`src/rtl/assert_macros.svh`:
```
// assertion macros shared by the heap rtl
// no dependencies
`ifndef ASSERT_MACROS_SVH
`define ASSERT_MACROS_SVH
`ifndef ASSERT_OFF
`define ASSERT_IMPL(label, clk, rst_n, prop) \
  label: assert property (@(posedge clk) disable iff (!rst_n) prop) else $error("assert failed");
`define ASSERT_NEVER(label, clk, rst_n, expr) \
  label: assert property (@(posedge clk) disable iff (!rst_n) !(expr)) else $error("never failed");
`else
`define ASSERT_IMPL(label, clk, rst_n, prop)
`define ASSERT_NEVER(label, clk, rst_n, expr)
`endif
`endif

```
`src/rtl/sth_pkg.sv`:
```
// types and constants for the ternary min-heap
// no dependencies
`timescale 1ns / 1ps
`default_nettype none
package sth_pkg;
  localparam logic [1:0] ST_OK    = 2'd0;
  localparam logic [1:0] ST_EMPTY = 2'd1;
  localparam logic [1:0] ST_FULL  = 2'd2;
  localparam logic MODE_INSERT = 1'b0;
  localparam logic MODE_POP    = 1'b1;

  // one stored word: elevation, age, row, col
  typedef struct packed {
    logic signed [31:0] elev;
    logic [31:0]        age;
    logic [11:0]        row;
    logic [11:0]        col;
  } entry_t;

  typedef enum logic [3:0] {
    S_IDLE, S_UP_RD, S_UP_CMP, S_DN_RD, S_DN_C1, S_DN_C2, S_DN_C3, S_DN_MV,
    S_LAST_RD, S_LAST_WAIT, S_DONE
  } state_t;

  // controller commands
  typedef struct packed {
    logic load_ins;    // take input word, hole at count
    logic rd_parent;   // read parent of hole
    logic up_move;     // move parent down into hole, hole := parent
    logic up_place;    // write held word at hole
    logic pop_start;   // latch root as result, hole := 0
    logic rd_child;    // read child k+1 of hole
    logic cmp_child;   // compare read word against best
    logic dn_move;     // move best into hole
    logic rd_last;     // read last entry into held word
    logic cnt_inc;
    logic cnt_dec;
    logic clr_out;
    logic [1:0] k;
  } cmd_t;

  // datapath status
  typedef struct packed {
    logic empty;
    logic full;
    logic one;
    logic hole_root;
    logic held_first;  // held word sorts before read word
    logic child_ok;    // child k exists
    logic has_child;   // first child exists
    logic hole_lt_last;
  } sts_t;

  function automatic logic key_before(entry_t a, entry_t b);
    if (a.elev == b.elev) return a.age < b.age;
    return a.elev < b.elev;
  endfunction
endpackage
`default_nettype wire

```
`src/rtl/sth_ctrl.sv`:
```
// heap sequencer: sift up on insert, hole walk then sift up on pop
// depends on sth_pkg and assert_macros.svh
`timescale 1ns / 1ps
`default_nettype none
`include "assert_macros.svh"
module sth_ctrl (
  input  wire logic clk,
  input  wire logic rst_n,
  input  wire logic start,
  input  wire logic in_mode,
  output logic busy,
  input  wire sth_pkg::sts_t sts,
  output sth_pkg::cmd_t cmd,
  output logic [1:0] status_nxt,
  output logic out_load,
  output logic out_valid
);
  import sth_pkg::*;
  state_t state_r, state_nxt;
  logic [1:0] st_r, st_nxt;
  logic clr_r, clr_nxt;
  logic go;
  assign go = start && !busy;
  assign busy = (state_r != S_IDLE);

  // next state
  always_comb begin
    state_nxt = state_r; st_nxt = st_r; clr_nxt = clr_r;
    unique case (state_r)
      S_IDLE: if (go) begin
        st_nxt = ST_OK; clr_nxt = 1'b1;
        if (in_mode == MODE_INSERT) begin
          if (sts.full) begin st_nxt = ST_FULL; state_nxt = S_DONE; end
          else state_nxt = S_UP_RD;
        end else if (sts.empty) begin
          st_nxt = ST_EMPTY; state_nxt = S_DONE;
        end else begin
          clr_nxt = 1'b0;
          state_nxt = sts.one ? S_DONE : S_DN_RD;
        end
      end
      S_UP_RD: state_nxt = sts.hole_root ? S_DONE : S_UP_CMP;
      S_UP_CMP: state_nxt = sts.held_first ? S_UP_RD : S_DONE;
      S_DN_RD: state_nxt = sts.has_child ? S_DN_C1 : S_LAST_RD;
      S_DN_C1: state_nxt = S_DN_C2;
      S_DN_C2: state_nxt = S_DN_C3;
      S_DN_C3: state_nxt = S_DN_MV;
      S_DN_MV: state_nxt = S_DN_RD;
      S_LAST_RD: state_nxt = S_LAST_WAIT;
      S_LAST_WAIT: state_nxt = sts.hole_lt_last ? S_UP_RD : S_DONE;
      S_DONE: state_nxt = S_IDLE;
      default: state_nxt = S_IDLE;
    endcase
  end

  // outputs; S_DN_C1..C3 compare child k read the cycle before, and C1 and C2 also read child k+1
  always_comb begin
    cmd = '0;
    cmd.clr_out = clr_r;
    out_load = 1'b0;
    unique case (state_r)
      S_IDLE: if (go && in_mode == MODE_INSERT && !sts.full) begin
        cmd.load_ins = 1'b1; cmd.cnt_inc = 1'b1;
      end else if (go && in_mode == MODE_POP && !sts.empty) begin
        cmd.pop_start = 1'b1;
        if (sts.one) cmd.cnt_dec = 1'b1;
      end
      S_UP_RD: if (!sts.hole_root) cmd.rd_parent = 1'b1;
               else cmd.up_place = 1'b1;
      S_UP_CMP: if (sts.held_first) cmd.up_move = 1'b1;
                else cmd.up_place = 1'b1;
      S_DN_RD: if (sts.has_child) cmd.k = 2'd0;
               else cmd.rd_last = 1'b0;
      S_DN_C1: begin cmd.cmp_child = 1'b1; cmd.k = 2'd0; cmd.rd_child = 1'b1; end
      S_DN_C2: begin cmd.k = 2'd1; cmd.cmp_child = sts.child_ok; cmd.rd_child = 1'b1; end
      S_DN_C3: begin cmd.k = 2'd2; cmd.cmp_child = sts.child_ok; end
      S_DN_MV: cmd.dn_move = 1'b1;
      S_LAST_RD: cmd.rd_last = 1'b1;
      S_LAST_WAIT: begin
        cmd.rd_last = 1'b1; cmd.cnt_dec = 1'b1;
        if (!sts.hole_lt_last) cmd.up_place = 1'b0;
      end
      S_DONE: out_load = 1'b1;
      default: ;
    endcase
    status_nxt = st_r;
  end

  always_ff @(posedge clk) begin
    if (!rst_n) begin
      state_r <= S_IDLE; st_r <= ST_OK; clr_r <= 1'b1; out_valid <= 1'b0;
    end else begin
      state_r <= state_nxt; st_r <= st_nxt; clr_r <= clr_nxt; out_valid <= out_load;
    end
  end

  `ASSERT_IMPL(a_busy_hold, clk, rst_n, go |=> busy)
  `ASSERT_IMPL(a_done_idle, clk, rst_n, (state_r == S_DONE) |=> !busy)
  `ASSERT_IMPL(a_valid_pulse, clk, rst_n, out_valid |=> !out_valid)
endmodule
`default_nettype wire

```
`config.mk`:
```
export PLATFORM = sky130hd
export DESIGN_NAME = sth_ctrl
export DESIGN_NICKNAME = d
export VERILOG_FILES = /design/src/rtl/sth_pkg.sv /design/src/rtl/sth_ctrl.sv
export VERILOG_INCLUDE_DIRS = /design/src /design/src/rtl
export SDC_FILE = /design/constraint.sdc
export NUM_CORES = 1
export LEC_CHECK = 0
export BUFFER_PORTS_ARGS = -buffer_cell sky130_fd_sc_hd__clkbuf_2
export CORE_MARGIN = 8
export CORE_UTILIZATION = 42
export DETAILED_ROUTE_END_ITERATION = 10
export GPL_ROUTABILITY_DRIVEN = 1
export GPL_TIMING_DRIVEN = 0
export PLACE_DENSITY = 0.74
export SLEW_MARGIN = 30
export SYNTH_ARGS = -nofsm -noshare
export SYNTH_HDL_FRONTEND = slang
export SYNTH_SLANG_ARGS = --single-unit
export TNS_END_PERCENT = 20
```
`constraint.sdc`:
```
create_clock -name clk -period 1.75 [get_ports clk]
set_input_delay 0.35 -clock clk [delete_from_list [all_inputs] [get_ports clk]]
set_output_delay 0.35 -clock clk [all_outputs]
set_load 0.05 [all_outputs]
```
Yosys cells after proc, flatten, opt, wreduce, memory -nomap -nowiden
Index checks and enable logic that the tools add are counted.

Output and inout port bits: 19. Register bits after elaboration: 8. Word-level logic and storage cells: 67. Input bits: 12.

Mux-type cells: 37. Bitwise logic cells: 1. Reduce and logical (&&, ||, !) cells: 14. Equality and inequality tests: 11.

Operators with widths (number): 4-bit one-hot mux with 10 select lines (1); 4-bit two-way mux (9); 1-bit two-way mux (21); 4-bit by 3-bit equality test with 1-bit output, second input constant (4); 4-bit equality test, second input constant (3); 4-bit by 2-bit equality test with 1-bit output, second input constant (2); 1-bit one-hot mux with 2 select lines (3); 2-bit OR reduction (3); 1-bit logical AND (5); 4-bit by 1-bit equality test with 1-bit output, second input constant (1); 4-bit logical NOT (1); 2-bit two-way mux (2); 2-bit one-hot mux with 2 select lines (1); 4-bit nonzero test (1); 1-bit logical NOT (3); 2-bit inequality test, second input constant (1); 2-bit AND reduction (1); 1-bit NOT (1).

Logic depth before layout (Yosys ltp)
Depth after elaboration: 8. Depth in mapped cells: 5. Depth with buffers taken out: 4.

Worst setup path after synthesis
Ideal clock, no wire load.

Kind: register to output. From: register state_r[0]. To: output cmd[13] (netlist name). Path buffers: 2. Setup slack: -990 ps. Required time: 1400 ps. Stages on the path, launching flop included: 6. Arrival time: 2390 ps. Cell sequence: dfxtp_1 buf_6 nor4_4 nand2_1 nor3_1 buf_4.

RTL lines: start, declared (line sth_ctrl.sv:19) `state_t state_r, state_nxt;`; start signal, assigned (line sth_ctrl.sv:93) `state_r <= state_nxt; st_r <= st_nxt; clr_r <= clr_nxt; out_valid <= out_load;`; end, declared (line sth_ctrl.sv:13) `output sth_pkg::cmd_t cmd,`.

==> impl_metrics.yaml <==
run_status:
  status: "complete, but fails checks"
  violations: "negative setup slack"
clock_network:
  root_buffer: "clkbuf_4"
  tritoncts: "done"
  cts_buffer_depth: 2
  clk_pin_slew_ns: 0.05
  ctsHtreeMaxLevel: 1
  cts.sinks: 8
  cts_made_buffers: 3
  clk_latency_ns: 0.25
  cts_hold_buffers: 0
detailed_routing:
  vias_per_cell: 5.35
  ant_nets: 0
  drc: 0
  vias: 711
  first_iter_violations: 15
  wire_per_inst_microns: 14.6
  wl_microns: 1940
  firstDrtPassIters: 4
yosys:
  synth_cell_types: 32
  synth_fp_nets: 92
  ys_top_cells_by_area: "dfxtp_1, nor2_1, nand2b_1"
  synth_seq_cells: 8
  seq_area_frac_synth: 0.280
  syn_area_per_cell_sq_um: 7.15
  yosys_most_used_dff: "dfxtp_1"
  synthDominantCellAreaShare: 0.280
  ys_async_sr_fraction: 0
  yosys_warnings: 0
  synth_edf_count: 0
  netlist_area_sq_um: 572
  syn_inst: 80
  yosysTopAreaCell: "dfxtp_1"
worst_setup_path:
  critPathKind: "flop to primary output"
  path_delay_family: "simple AND/OR/NAND/NOR gates"
  required_ns: 1.40
  startpoint_type: "flop"
  arrival_ns: 1.50
  worstPathMaxFanout: 4
  worstReg2RegEnd: "state_r[1]$_SDFFE_PN0P_"
  path_buf_inv: 2
  cp-startpoint: "state_r[3]$_SDFFE_PN0P_"
  endpoint: "cmd[13]"
  reg2reg_slack_ns: 0.15
  cp-end-kind: "primary output"
  crit_chain: "nor4_4 -> nand2_2 -> nor3_4 -> buf_6 -> clkbuf_16"
  slowest_stage: "dfxtp_2"
  critPathMaxStageDelay_ns: 0.34
  path_depth: 5
  reg2regPathDepth: 6
  r2r-start: "state_r[3]$_SDFFE_PN0P_"
power_and_ir_drop:
  p_leak_uw: 0.000437
  finalPower_uw: 1470
  power_density_nw_per_um2: 1500
  peakVddDrop_uv: 1040
sta:
  grt_setup_unrepaired: "true"
  period_minus_slack_ns: 1.85
  tightest_slew_ns: 0.391
  fin_ws_ns: -0.100
  period_share: 1.06
  finalMaxSlewViolations: 0
  hold_viol: 0
  finClkSkew_ns: 0.00336
  max_slew_margin: 0.738
  fin_setup_tns_ns: -0.401
  setup_viol: 6
  max_freq_mhz: 540
grt:
  overflow: 0
  grt_use_total: 0.145
  antenna_found_initial: 0
  grt_pass1_wl_microns: 3090
  grt_pass1_vias: 695
  grt_max_degree: 11
finish:
  finish.net_count: 132
  instances_no_fill: 133
  mostFrequentLayoutCells: "clkbuf_2, buf_4, nor2_1, clkbuf_4"
  layout_commonest_cell: "clkbuf_2"
  n_fill_cell: 98
  drive_above_1_share: 0.500
  antennaDiodeCount: 0
  area_growth_pct: 70.9
  utilization: 0.760
placement:
  numPortBuffers: 30
  dp_slack_ns: -0.172
  finalWeightedCongestion: 0.884
  dp_cells: 125
  hpwl_microns: 1340
floorplanning:
  pin_count: 31
  coreArea_sq_um: 1280
  start_util: 0.445
  num_rows: 13
  die_h_microns: 52.9
  die_x_microns: 52.9
  die_area_sq_um: 2800
hold_path:
  hold_path.class: "input port to flop"
  hold_depth: 2
run:
  maxCapViolations: 0
[per-layer routing]
metal,vias to the layer above,track usage,share of wire
met5,-,0,0
met2,24,0.244,0.54
met4,0,0.0431,0.016
met1,331,0.152,0.36
met3,6,0.0756,0.077
li1,350,-,-
[cell usage after synthesis (2+ instances only)]
master,count
nand2b_1,5
a21oi_1,4
and2_1,2
a22oi_1,2
buf_4,3
dfxtp_1,8
inv_1,4
o21ai_0,5
nor3_1,3
nor2_1,14
a31oi_1,2
a21boi_0,2
or2_0,2
nand2_1,6
[cell families (layout without fill, tap and decap cells)]
| logic type | Yosys count | count (layout) | synth area share |
|---|---|---|---|
| buffers and inverters | 11 | 49 | 0.107 |
| DFF | 8 | 8 | 0.280 |
| and+or+nand+nor | 41 | 41 | 0.385 |
| AOI/OAI and AO/OA | 19 | 19 | 0.210 |
| adders and majority gates | 1 | 1 | 0.0175 |
[where the power goes]
part / internal (uW) / switching, uW / total [uW]
sequential: 227 / 39.2 / 266
clock: 78.4 / 61.6 / 140
combinational: 431 / 628 / 1060
total: 737 / 729 / 1470
[layout make-up]
cell class | count | area, sq um | area share
plain buffers | 6 | 50.0 | 0.0512
clock buffers | 3 | 22.5 | 0.0230
inverters | 5 | 18.8 | 0.0192
multi-input cells | 61 | 413 | 0.423
flip-flops and latches | 8 | 164 | 0.168
well taps | 15 | 18.8 | 0.0192
repair buffers | 35 | 290 | 0.297
[flip-flops by register name, indices dropped and copies added, names as in the netlist]
name / flops
state_r: 4
status_nxt: 2
clr_r: 1
out_valid: 1
[worst min path at each step]
stage / slack [ns] / to / startpoint
detailed placement: 0.47 / status_nxt[0]$_SDFFE_PN0P_ / status_nxt[0]$_SDFFE_PN0P_
finish: 0.34 / clr_r$_SDFFE_PN1P_ / rst_n
CTS: 0.31 / clr_r$_SDFFE_PN1P_ / rst_n
global placement: 0.45 / status_nxt[0]$_SDFFE_PN0P_ / status_nxt[0]$_SDFFE_PN0P_
floorplan: 0.43 / clr_r$_SDFFE_PN1P_ / rst_n
global route: 0.34 / clr_r$_SDFFE_PN1P_ / rst_n
[repair_timing]
item,in CTS,in global routing
setup buffers,4,1
cloned,0,0
pin swaps,5,3
endpoints found under the setup margin,14,15
resized for setup,29,17
[through the flow]
stage	hold WS [ns]	instance area [sq um]
2_1_floorplan	0.426	612
3_3_place_gp	0.454	781
3_5_place_dp	0.465	781
4_1_cts	0.313	948
5_1_grt	0.340	977
6_report	0.337	977
Note: power is estimated with default switching activity, not from simulation.
